### config.mk
export PLATFORM = sky130hd
export DESIGN_NAME = char_lcd_decimal_field_writer
export DESIGN_NICKNAME = d
export VERILOG_FILES = /design/src/rtl/core/lcdnum_pkg.sv /design/src/rtl/core/char_lcd_decimal_field_writer.sv /design/src/rtl/core/lcdnum_front.sv /design/src/rtl/core/lcdnum_back.sv
export VERILOG_INCLUDE_DIRS = /design/src /design/src/rtl/core
export SDC_FILE = /design/constraint.sdc
export NUM_CORES = 1
export LEC_CHECK = 0
export BUFFER_PORTS_ARGS = -buffer_cell sky130_fd_sc_hd__buf_2
export CAP_MARGIN = 20
export CORE_ASPECT_RATIO = 1.25
export CORE_MARGIN = 2
export CORE_UTILIZATION = 35
export CTS_CLUSTER_SIZE = 30
export DETAILED_ROUTE_END_ITERATION = 10
export SLEW_MARGIN = 10
export SYNTH_ARGS = -nofsm -noshare
export SYNTH_HDL_FRONTEND = slang
export SYNTH_SLANG_ARGS = --single-unit
### constraint.sdc
create_clock -name clk -period 11.6 [get_ports clk]
set_input_delay 2.32 -clock clk [delete_from_list [all_inputs] [get_ports clk]]
set_output_delay 2.32 -clock clk [all_outputs]
set_load 0.02 [all_outputs]
### src/rtl/core/assert_macros.svh
// assertion macros shared by the rtl files
`ifndef ASSERT_MACROS_SVH
`define ASSERT_MACROS_SVH
`ifndef SYNTH
// property that must hold at every clock edge outside reset
`define ASSERT_HOLDS(lbl, clk, rst_n, prop) \
    lbl: assert property (@(posedge clk) disable iff (!rst_n) (prop)) \
        else $error("assertion failed");
// antecedent implies consequent in the same cycle
`define ASSERT_IMPL(lbl, clk, rst_n, ante, cons) \
    lbl: assert property (@(posedge clk) disable iff (!rst_n) (ante) |-> (cons)) \
        else $error("assertion failed");
// antecedent implies consequent in the next cycle
`define ASSERT_NEXT(lbl, clk, rst_n, ante, cons) \
    lbl: assert property (@(posedge clk) disable iff (!rst_n) (ante) |=> (cons)) \
        else $error("assertion failed");
`else
`define ASSERT_HOLDS(lbl, clk, rst_n, prop)
`define ASSERT_IMPL(lbl, clk, rst_n, ante, cons)
`define ASSERT_NEXT(lbl, clk, rst_n, ante, cons)
`endif
`endif

### src/rtl/core/lcdnum_pkg.sv
// types, constants and digit helpers for the lcd decimal field writer
package lcdnum_pkg;

    localparam int DEF_MAX_DIGITS  = 5;
    localparam int DEF_QUEUE_DEPTH = 2;
    // decimal positions needed for a 16-bit number
    localparam int NUM_POSITIONS   = 5;

    localparam logic [7:0] CMD_SET_ADDR = 8'h80;
    localparam logic [6:0] ROW0_BASE    = 7'h00;
    localparam logic [6:0] ROW1_BASE    = 7'h40;
    localparam logic [7:0] ASCII_ZERO   = 8'h30;
    localparam logic [3:0] DIGIT_MAX    = 4'd9;

    typedef logic [2:0] pos_t;

    typedef struct packed {
        logic        row;
        logic [3:0]  column;
        logic [15:0] number;
        logic [2:0]  digit_count;
    } req_item_t;

    typedef struct packed {
        logic [7:0] lcd_byte;
        logic       is_data;
        logic       last;
    } lcd_item_t;

    // classified request as held in the queue
    typedef struct packed {
        logic [7:0]  cmd_byte;
        logic [15:0] number;
        logic [2:0]  digit_count;
    } q_entry_t;

    // queue head as seen by the back end
    typedef struct packed {
        logic     valid;
        q_entry_t entry;
    } q_head_t;

    typedef struct packed {
        logic [3:0]  digit;
        logic [15:0] rem;
    } dec_step_t;

    // weight of a decimal position, position 1 is the units
    function automatic logic [16:0] pow10(input pos_t pos);
        logic [16:0] p;
        case (pos)
            3'd1:    p = 17'd1;
            3'd2:    p = 17'd10;
            3'd3:    p = 17'd100;
            3'd4:    p = 17'd1000;
            3'd5:    p = 17'd10000;
            default: p = 17'd1;
        endcase
        return p;
    endfunction

    // one decimal digit off the top of a remainder below ten times the weight
    function automatic dec_step_t dec_step(input logic [15:0] rem, input pos_t pos);
        logic [16:0] p;
        logic [16:0] thr;
        logic [16:0] sub;
        logic [16:0] diff;
        logic [3:0]  d;
        dec_step_t   r;
        p   = pow10(pos);
        sub = '0;
        d   = '0;
        for (int k = 1; k <= 9; k++)
        begin
            thr = 17'(k) * p;
            if ({1'b0, rem} >= thr)
            begin
                d   = 4'(k);
                sub = thr;
            end
        end
        diff    = {1'b0, rem} - sub;
        r.digit = d;
        r.rem   = diff[15:0];
        return r;
    endfunction

endpackage

### src/rtl/core/char_lcd_decimal_field_writer.sv
// top level of the lcd decimal field writer: front end, queue and back end
//
//  channel   | direction | payload     | handshake
//  request   | in        | req_item_t  | request_valid / request_stall
//  lcd       | out       | lcd_item_t  | lcd_valid / lcd_stall
//
// each request gives one command byte and then one byte per digit shown
// in the back end the command byte goes first, alone when no digits are asked for; then
// the digit unit works down the five decimal positions of a 16-bit number, one a cycle
// the front end queues up to QUEUE_DEPTH classified requests while the back end is busy
// reset empties the queue and the output register, nothing else needs clearing
// a stalled output holds its byte, and the back end waits on it only for bytes it shows
module char_lcd_decimal_field_writer #(
    parameter int MAX_DIGITS  = lcdnum_pkg::DEF_MAX_DIGITS,
    parameter int QUEUE_DEPTH = lcdnum_pkg::DEF_QUEUE_DEPTH
) (
    input  logic                  clk,
    input  logic                  rst_n,
    input  logic                  request_valid,
    output logic                  request_stall,
    input  lcdnum_pkg::req_item_t request,
    output logic                  lcd_valid,
    input  logic                  lcd_stall,
    output lcdnum_pkg::lcd_item_t lcd
);
    import lcdnum_pkg::*;

    q_head_t q_head;
    logic    q_pop;

    // request intake and queue
    lcdnum_front #(
        .MAX_DIGITS  (MAX_DIGITS),
        .QUEUE_DEPTH (QUEUE_DEPTH)
    ) u_front (
        .clk           (clk),
        .rst_n         (rst_n),
        .request_valid (request_valid),
        .request_stall (request_stall),
        .request       (request),
        .q_head        (q_head),
        .q_pop         (q_pop)
    );

    // byte sequencer and digit unit
    lcdnum_back u_back (
        .clk       (clk),
        .rst_n     (rst_n),
        .q_head    (q_head),
        .q_pop     (q_pop),
        .lcd_valid (lcd_valid),
        .lcd_stall (lcd_stall),
        .lcd       (lcd)
    );

endmodule

### src/rtl/core/lcdnum_front.sv
// front end: takes requests, builds the address command and queues them
`include "assert_macros.svh"

module lcdnum_front #(
    parameter int MAX_DIGITS  = lcdnum_pkg::DEF_MAX_DIGITS,
    parameter int QUEUE_DEPTH = lcdnum_pkg::DEF_QUEUE_DEPTH
) (
    input  logic                  clk,
    input  logic                  rst_n,
    input  logic                  request_valid,
    output logic                  request_stall,
    input  lcdnum_pkg::req_item_t request,
    output lcdnum_pkg::q_head_t   q_head,
    input  logic                  q_pop
);
    import lcdnum_pkg::*;

    localparam int PTR_W  = (QUEUE_DEPTH > 1) ? $clog2(QUEUE_DEPTH) : 1;
    localparam int FILL_W = $clog2(QUEUE_DEPTH + 1);

    q_entry_t             store_reg [QUEUE_DEPTH];
    logic [PTR_W-1:0]     wr_ptr_reg, wr_ptr_next;
    logic [PTR_W-1:0]     rd_ptr_reg, rd_ptr_next;
    logic [FILL_W-1:0]    fill_reg, fill_next;
    q_entry_t             new_entry;
    logic [6:0]           addr;
    logic                 push;
    logic                 full;

    // classify: address command and clamped digit count
    always_comb
    begin
        addr = (request.row ? ROW1_BASE : ROW0_BASE) + {3'b000, request.column};
        new_entry.cmd_byte = CMD_SET_ADDR | {1'b0, addr};
        new_entry.number   = request.number;
        if (request.digit_count > 3'(MAX_DIGITS))
            new_entry.digit_count = 3'(MAX_DIGITS);
        else
            new_entry.digit_count = request.digit_count;
    end

    // queue control
    assign full          = (fill_reg == FILL_W'(QUEUE_DEPTH));
    assign request_stall = full;
    assign push          = request_valid && !full;

    always_comb
    begin
        wr_ptr_next = wr_ptr_reg;
        rd_ptr_next = rd_ptr_reg;
        fill_next   = fill_reg;
        if (push)
            wr_ptr_next = (wr_ptr_reg == PTR_W'(QUEUE_DEPTH - 1)) ? '0 : wr_ptr_reg + 1'b1;
        if (q_pop)
            rd_ptr_next = (rd_ptr_reg == PTR_W'(QUEUE_DEPTH - 1)) ? '0 : rd_ptr_reg + 1'b1;
        if (push && !q_pop)
            fill_next = fill_reg + 1'b1;
        else if (q_pop && !push)
            fill_next = fill_reg - 1'b1;
    end

    always_ff @(posedge clk or negedge rst_n)
    begin
        if (!rst_n)
        begin
            wr_ptr_reg <= '0;
            rd_ptr_reg <= '0;
            fill_reg   <= '0;
        end
        else
        begin
            wr_ptr_reg <= wr_ptr_next;
            rd_ptr_reg <= rd_ptr_next;
            fill_reg   <= fill_next;
        end
    end

    // queue storage
    always_ff @(posedge clk)
    begin
        if (push)
            store_reg[wr_ptr_reg] <= new_entry;
    end

    assign q_head.valid = (fill_reg != '0);
    assign q_head.entry = store_reg[rd_ptr_reg];

    `ASSERT_HOLDS(a_fill_bound, clk, rst_n, fill_reg <= FILL_W'(QUEUE_DEPTH))
    `ASSERT_IMPL(a_head_count, clk, rst_n, q_head.valid, q_head.entry.digit_count <= 3'(MAX_DIGITS))
    `ASSERT_NEXT(a_pop_drains, clk, rst_n, q_pop && !push, fill_reg == $past(fill_reg) - 1'b1)

endmodule

### src/rtl/core/lcdnum_back.sv
// back end: address command, then digits a position a cycle unless stalled
`include "assert_macros.svh"

module lcdnum_back (
    input  logic                  clk,
    input  logic                  rst_n,
    input  lcdnum_pkg::q_head_t   q_head,
    output logic                  q_pop,
    output logic                  lcd_valid,
    input  logic                  lcd_stall,
    output lcdnum_pkg::lcd_item_t lcd
);
    import lcdnum_pkg::*;

    typedef enum logic [1:0] {
        ST_CMD = 2'b01,
        ST_DIG = 2'b10
    } state_t;

    state_t      state_reg, state_next;
    pos_t        pos_reg, pos_next;
    logic [15:0] rem_reg, rem_next;
    logic        out_valid_reg, out_valid_next;
    lcd_item_t   out_reg, out_next;
    logic        slot_free;
    logic        load;
    logic        shown;
    dec_step_t   step;
    logic        pos_in_range;
    logic        digit_in_range;

    assign slot_free = !out_valid_reg || !lcd_stall;
    assign step      = dec_step(rem_reg, pos_reg);
    assign shown     = (pos_reg <= q_head.entry.digit_count);

    // sequencer: command, then decimal positions from the top down
    always_comb
    begin
        state_next = state_reg;
        pos_next   = pos_reg;
        rem_next   = rem_reg;
        out_next   = out_reg;
        load       = 1'b0;
        q_pop      = 1'b0;
        case (state_reg)
            ST_CMD:
            begin
                if (q_head.valid && slot_free)
                begin
                    load             = 1'b1;
                    out_next.lcd_byte = q_head.entry.cmd_byte;
                    out_next.is_data  = 1'b0;
                    out_next.last     = (q_head.entry.digit_count == '0);
                    pos_next         = pos_t'(NUM_POSITIONS);
                    rem_next         = q_head.entry.number;
                    if (q_head.entry.digit_count == '0)
                        q_pop = 1'b1;
                    else
                        state_next = ST_DIG;
                end
            end
            ST_DIG:
            begin
                // positions above the requested count are dropped silently
                if (!shown)
                begin
                    rem_next = step.rem;
                    pos_next = pos_reg - 1'b1;
                end
                else if (slot_free)
                begin
                    load              = 1'b1;
                    out_next.lcd_byte = ASCII_ZERO + {4'b0000, step.digit};
                    out_next.is_data  = 1'b1;
                    out_next.last     = (pos_reg == 3'd1);
                    rem_next          = step.rem;
                    pos_next          = pos_reg - 1'b1;
                    if (pos_reg == 3'd1)
                    begin
                        q_pop      = 1'b1;
                        state_next = ST_CMD;
                    end
                end
            end
            default:
            begin
                state_next = ST_CMD;
            end
        endcase
    end

    // output register
    always_comb
    begin
        if (load)
            out_valid_next = 1'b1;
        else if (lcd_stall)
            out_valid_next = out_valid_reg;
        else
            out_valid_next = 1'b0;
    end

    always_ff @(posedge clk or negedge rst_n)
    begin
        if (!rst_n)
        begin
            state_reg     <= ST_CMD;
            out_valid_reg <= 1'b0;
        end
        else
        begin
            state_reg     <= state_next;
            out_valid_reg <= out_valid_next;
        end
    end

    always_ff @(posedge clk)
    begin
        pos_reg <= pos_next;
        rem_reg <= rem_next;
        out_reg <= out_next;
    end

    assign lcd_valid = out_valid_reg;
    assign lcd       = out_reg;

    // terms for the checks below
    assign pos_in_range   = (pos_reg != '0) && (pos_reg <= pos_t'(NUM_POSITIONS));
    assign digit_in_range = (out_reg.lcd_byte >= ASCII_ZERO) &&
                            (out_reg.lcd_byte <= ASCII_ZERO + 8'(DIGIT_MAX));

    `ASSERT_IMPL(a_pop_has_head, clk, rst_n, q_pop, q_head.valid)
    `ASSERT_IMPL(a_dig_has_head, clk, rst_n, state_reg == ST_DIG, q_head.valid)
    `ASSERT_IMPL(a_dig_pos, clk, rst_n, state_reg == ST_DIG, pos_in_range)
    `ASSERT_IMPL(a_digit_range, clk, rst_n, out_valid_reg && out_reg.is_data, digit_in_range)

endmodule
* After elaboration in Yosys (flattened, before gate mapping)
Memories as Yosys holds them, arrays and structs flattened.
Cells that the tools add are included.
Widths: inputs -> output; s select.
** Storage, ports and cells
- Flip-flop bits (word level) :: 36
- Output and inout port bits :: 12
- Bits of input ports :: 28
- RAM bits :: 52
- Memories :: 1
** Operators by class
- Reductions and logical operators :: 17
- Multiply operators :: 5
- $lt $le $gt $ge :: 11
- Equality and inequality tests :: 15
- Muxes and demuxes :: 57
- Add/sub/neg operators :: 8
** Memories
- u_front.store_reg :: words 2, bits a word 26, read ports 1, clocked after memory_dff 0, write ports 1, RTL line lcdnum_front.sv:21 : q_entry_t store_reg [QUEUE_DEPTH];
** Operator list (count)
- $mux 16 :: 10
- $ge 16x17->1 :: 6
- $pmux 14 s4 :: 1
- $mul 3x14->17 const A :: 2
- $mul 2x14->16 const A :: 2
- $pmux 16 s2 :: 1
- $mux 10 :: 3
- $mux 3 :: 8
- $pmux 10 s2 :: 1
- $mux 2 :: 9
- $mul 4x14->17 const A :: 1
- $ge 16x14->1 :: 1
- $ge 16x15->1 :: 1
- $ge 16x16->1 :: 1
- $sub 16x16->16 :: 1
- $mux 1 :: 15
- $mux 15 :: 1
- $mux 14 :: 1
- $ne 2x1->1 const B :: 5
- $mux 4 :: 2
- $add 6x4->7 const A :: 1
- $add 7x4->7 :: 1
- $mux 7 :: 1
- $eq 3x2->1 const B :: 2
- other kinds (23) :: 36

* Longest topological paths before layout
- Word-level depth :: 16
- Depth in mapped cells :: 38

* Modules after synthesis
A second synthesis with hierarchy kept.
** Second synthesis, totals
- Cell total of the unflattened synthesis :: 946
- Area, all modules :: 8899.8 µm²
** Modules (own cells, without submodules)
- lcdnum_back :: times used 1, cells an instance 844, area each 6820.3 µm²
- lcdnum_front :: times used 1, cells an instance 102, area each 2079.5 µm²

* Least setup slack after synthesis
Ideal clock, no wire load.
- Path type :: flip-flop to flip-flop
- Start :: reg u_back.pos_reg[1]
- End :: reg u_back.rem_reg[14], data pin
- Stages on the path, launching flop included :: 37
- Path slack :: 3394 ps
- Required time :: 11336 ps
- Data arrival time :: 7942 ps
- Period minus slack after synthesis :: 8206 ps
- Path through :: edfxtp_1 inv_1 ha_1 nand2_1 ha_1 nand3b_1 inv_1 nor2_1 inv_1 fa_1 fa_1 a21o_1 a21oi_1 o21a_1 o21ai_0 a21oi_1 xnor2_1 inv_1 ha_1 a22o_1 o31ai_1 o211a_1 buf_2 o21ai_0 a211oi_1 o21a_1 a31oi_1 fa_1 a21o_1 a21oi_1 o21bai_1 a2111o_1 nand3_1 a41oi_1 a21oi_1 nor4b_1 nor3_1
** On the way
- Word-level cells in the longest chain between the ends :: 16
- Elaborated cells on any way between the ends :: 33
- Those cells by class :: 1 x add/sub; 5 x mul; 10 x order compare; 4 x eq/ne; 13 x mux
** RTL lines
- start, declared :: RTL line lcdnum_back.sv:21 : pos_t pos_reg, pos_next;
- start signal, assigned :: RTL line lcdnum_back.sv:119 : pos_reg <= pos_next;
- parallel branches: the longest is 14 deep, another holds $ge 16x17->1
- $mux 16 (*) :: RTL line lcdnum_back.sv:65 : if (!shown)
- $pmux 16 s2 (*) :: RTL line lcdnum_back.sv:45 : case (state_reg)
- named net u_back.rem_next[14] :: RTL line lcdnum_back.sv:22 : logic [15:0] rem_reg, rem_next;
- end signal, assigned :: RTL line lcdnum_back.sv:120 : rem_reg <= rem_next;
- end, declared :: RTL line lcdnum_back.sv:22
Mark *: on every way through the listed nets, which the timed path passes. The select of a mux whose other input is x is not followed.
A chain may end at the register's enable or synchronous reset.

* Worst setup path after layout
Ends and elaborated chain as after synthesis.

==> impl_metrics.tcl <==
set metrics [dict create \
    fin_skew_ns 0.00964 \
    maxCapViolations 0 \
    vias 7848 \
    period_share_pct 85.8 \
    mostFrequentLayoutCell "ha_1" \
    grt_pass1_vias 7835 \
    ys_types 80 \
    cts_sinks 83 \
    grt_setup_unrepaired "no" \
    hpwl_um 21800 \
    h-tree-depth 3 \
    vias_per_cell 5.86 \
    grtUsageTotal_pct 21.4 \
    avgSynthCellArea_um2 9.30 \
    setup_viol 0 \
    cts_buffers 9 \
    syn_area_um2 8900 \
    dp.cells 1322 \
    floorplan.initialDensity_pct 35.4 \
    gp_congestion 1.07 \
    die_h_um 182 \
    clockBufferDepth 2 \
    drc_errors 0 \
    startpoint "u_back.pos_reg[1]$_SDFFCE_PN0P_" \
    finalWorstPathRequiredPeriod_ns 9.95 \
    max_freq_mhz 100 \
    drt-total-wl_um 28600 \
    cts_tree "built" \
    r2r_start "u_back.pos_reg[1]$_SDFFCE_PN0P_" \
    cp_max_fo 16 \
    cts_resized 0 \
    yosysWarnings 0 \
    timing.rr.end "u_back.rem_reg[14]$_DFFE_PP_" \
    ant_nets 0 \
    cts_hold_buf 0 \
    slowest_stage "nor2_1" \
    largest_register_ffs 48 \
    drt_iter0_drc 614 \
    ioPinCount 40 \
    start_kind "flip-flop" \
    fp.dieW_um 147 \
    endpoint "u_back.rem_reg[14]$_DFFE_PP_" \
    arrival_ns 10.03 \
    area_growth_pct 10.3 \
    clkTransAtPathRegs_ns 0.06 \
    overflow 0 \
    r2r_cells 36 \
    layout-drive-gt1-share_pct 9.46 \
    min_path_type "flip-flop to flip-flop" \
    portBuffers 39 \
    firstDrtPassIters 8 \
    synth-main-ff-cell "edfxtp_1" \
    post_drt_wl_per_cell_um 21.4 \
    coreArea_um2 25100 \
    clock_latency_ns 0.33 \
    finalHoldViolCount 0 \
    crit_top_cell "ha_1" \
    cp-end-kind "flip-flop" \
    worst_slew_pin_slew_ns 1.01 \
    synth-edff-count 76 \
    async_flop_share_pct 8.43 \
    ys_ff_latch 83 \
    slew_viol_final 0 \
    critPathKind "flip-flop to flip-flop" \
    antenna_cells 0 \
    post_cts_buffers 0 \
    antenna_found_initial 0 \
    die_area_um2 26700 \
    grt_max_degree 43 \
    rows 65 \
    worstPathRequired_ns 11.68 \
    cpPeakStageDelay_ns 0.80 \
    r2r_slack_ns 1.65 \
    yosysSeqAreaShare_pct 27.6 \
    final_util_pct 39.1 \
    outcome "complete, no violations" \
    layout.cells.non_filler 1339 \
    relSlewSlack_pct 32.3 \
    layout_common_cells "ha_1 (162), edfxtp_1 (76), a21oi_1 (75), nand2_1 (64), nor2_1 (60)" \
    final_nets 1199 \
    syn_inst 957 \
    cts_root_buffer "clkbuf_16" \
    fin_setup_tns_ns 0 \
    grt_pass1_wl_um 44500 \
]
[critical path: cells and delay by family (launching register included)]
family	cells	cell delay, ns
xor+xnor	1	0.27
flops	1	0.41
simple gates	8	2.23
compound gates	16	3.39
buf+inv	5	1.16
fa+ha+maj	6	2.20
[layer usage]
metal	vias up	GRT usage [%]	wire length [µm]
met2	315	37.4	13700
met3	110	2.40	1670
li1	3724	-	-
met1	3699	25.6	11500
met5	-	0	0
met4	0	12.2	1720
[per-stage QoR]
step	setup slack (ns)	cell area [µm²]	hold slack (ns)
after floorplan	3.39	8920	0.461
after global placement	2.16	9530	0.497
after detailed placement	1.87	9540	0.505
after CTS	1.80	9810	0.515
after global routing	0.859	9820	0.539
final	1.65	9820	0.514
[Yosys cell counts (10+ instances only)]
library cell,count,share of area (%)
a211oi_1,17,1.4
a21o_1,22,1.9
a21oi_1,76,4.3
clkbuf_1,20,0.84
edfxtp_1,76,26
fa_1,10,2.2
ha_1,162,23
inv_1,58,2.4
mux2i_1,20,2.2
nand2_1,64,2.7
nand2b_1,10,0.70
nand3_1,29,1.6
nand4_1,16,1.1
nor2_1,61,2.6
nor2b_1,12,0.84
nor3_1,16,0.90
o211ai_1,10,0.84
o21a_1,15,1.3
o21ai_0,56,3.1
o22ai_1,11,0.77
xnor2_1,29,2.9
xor2_1,10,0.98
[worst min-delay path by stage]
| stage | startpoint | cells after the start | slack, ns | endpoint |
|---|---|---|---|---|
| 6_report | u_front.fill_reg[1]$_DFFE_PN0P_ | 1 | 0.51 | u_front.fill_reg[1]$_DFFE_PN0P_ |
| 5_1_grt | u_front.fill_reg[1]$_DFFE_PN0P_ | 1 | 0.54 | u_front.fill_reg[1]$_DFFE_PN0P_ |
| 4_1_cts | u_front.fill_reg[1]$_DFFE_PN0P_ | 1 | 0.51 | u_front.fill_reg[1]$_DFFE_PN0P_ |
| 3_5_place_dp | u_front.fill_reg[1]$_DFFE_PN0P_ | 1 | 0.51 | u_front.fill_reg[1]$_DFFE_PN0P_ |
| 3_3_place_gp | u_front.wr_ptr_reg$_DFFE_PN0P_ | 1 | 0.50 | u_front.wr_ptr_reg$_DFFE_PN0P_ |
| 2_1_floorplan | u_front.wr_ptr_reg$_DFFE_PN0P_ | 1 | 0.46 | u_front.wr_ptr_reg$_DFFE_PN0P_ |
[cells by family after synthesis]
family          synth area share, %
mux                            2.75
other cells                  0.0843
compound gates                 23.0
simple gates                   13.2
buf+inv                        4.09
fa+ha+maj                      25.3
xor+xnor                       4.02
flops                          27.6
[final cells by class]
type | count | area [µm²]
Clock buffer | 12 | 236
Tap cell | 335 | 419
Clock inverter | 4 | 27.5
Multi-Input combinational cell | 788 | 6110
Timing Repair Buffer | 57 | 342
Sequential cell | 83 | 2460
Fill cell | 2504 | 15300
Inverter | 60 | 225
Power is left out: the tool's default activity adds up to more than one toggle a clock period on the data nets, which glitch-free logic cannot reach.
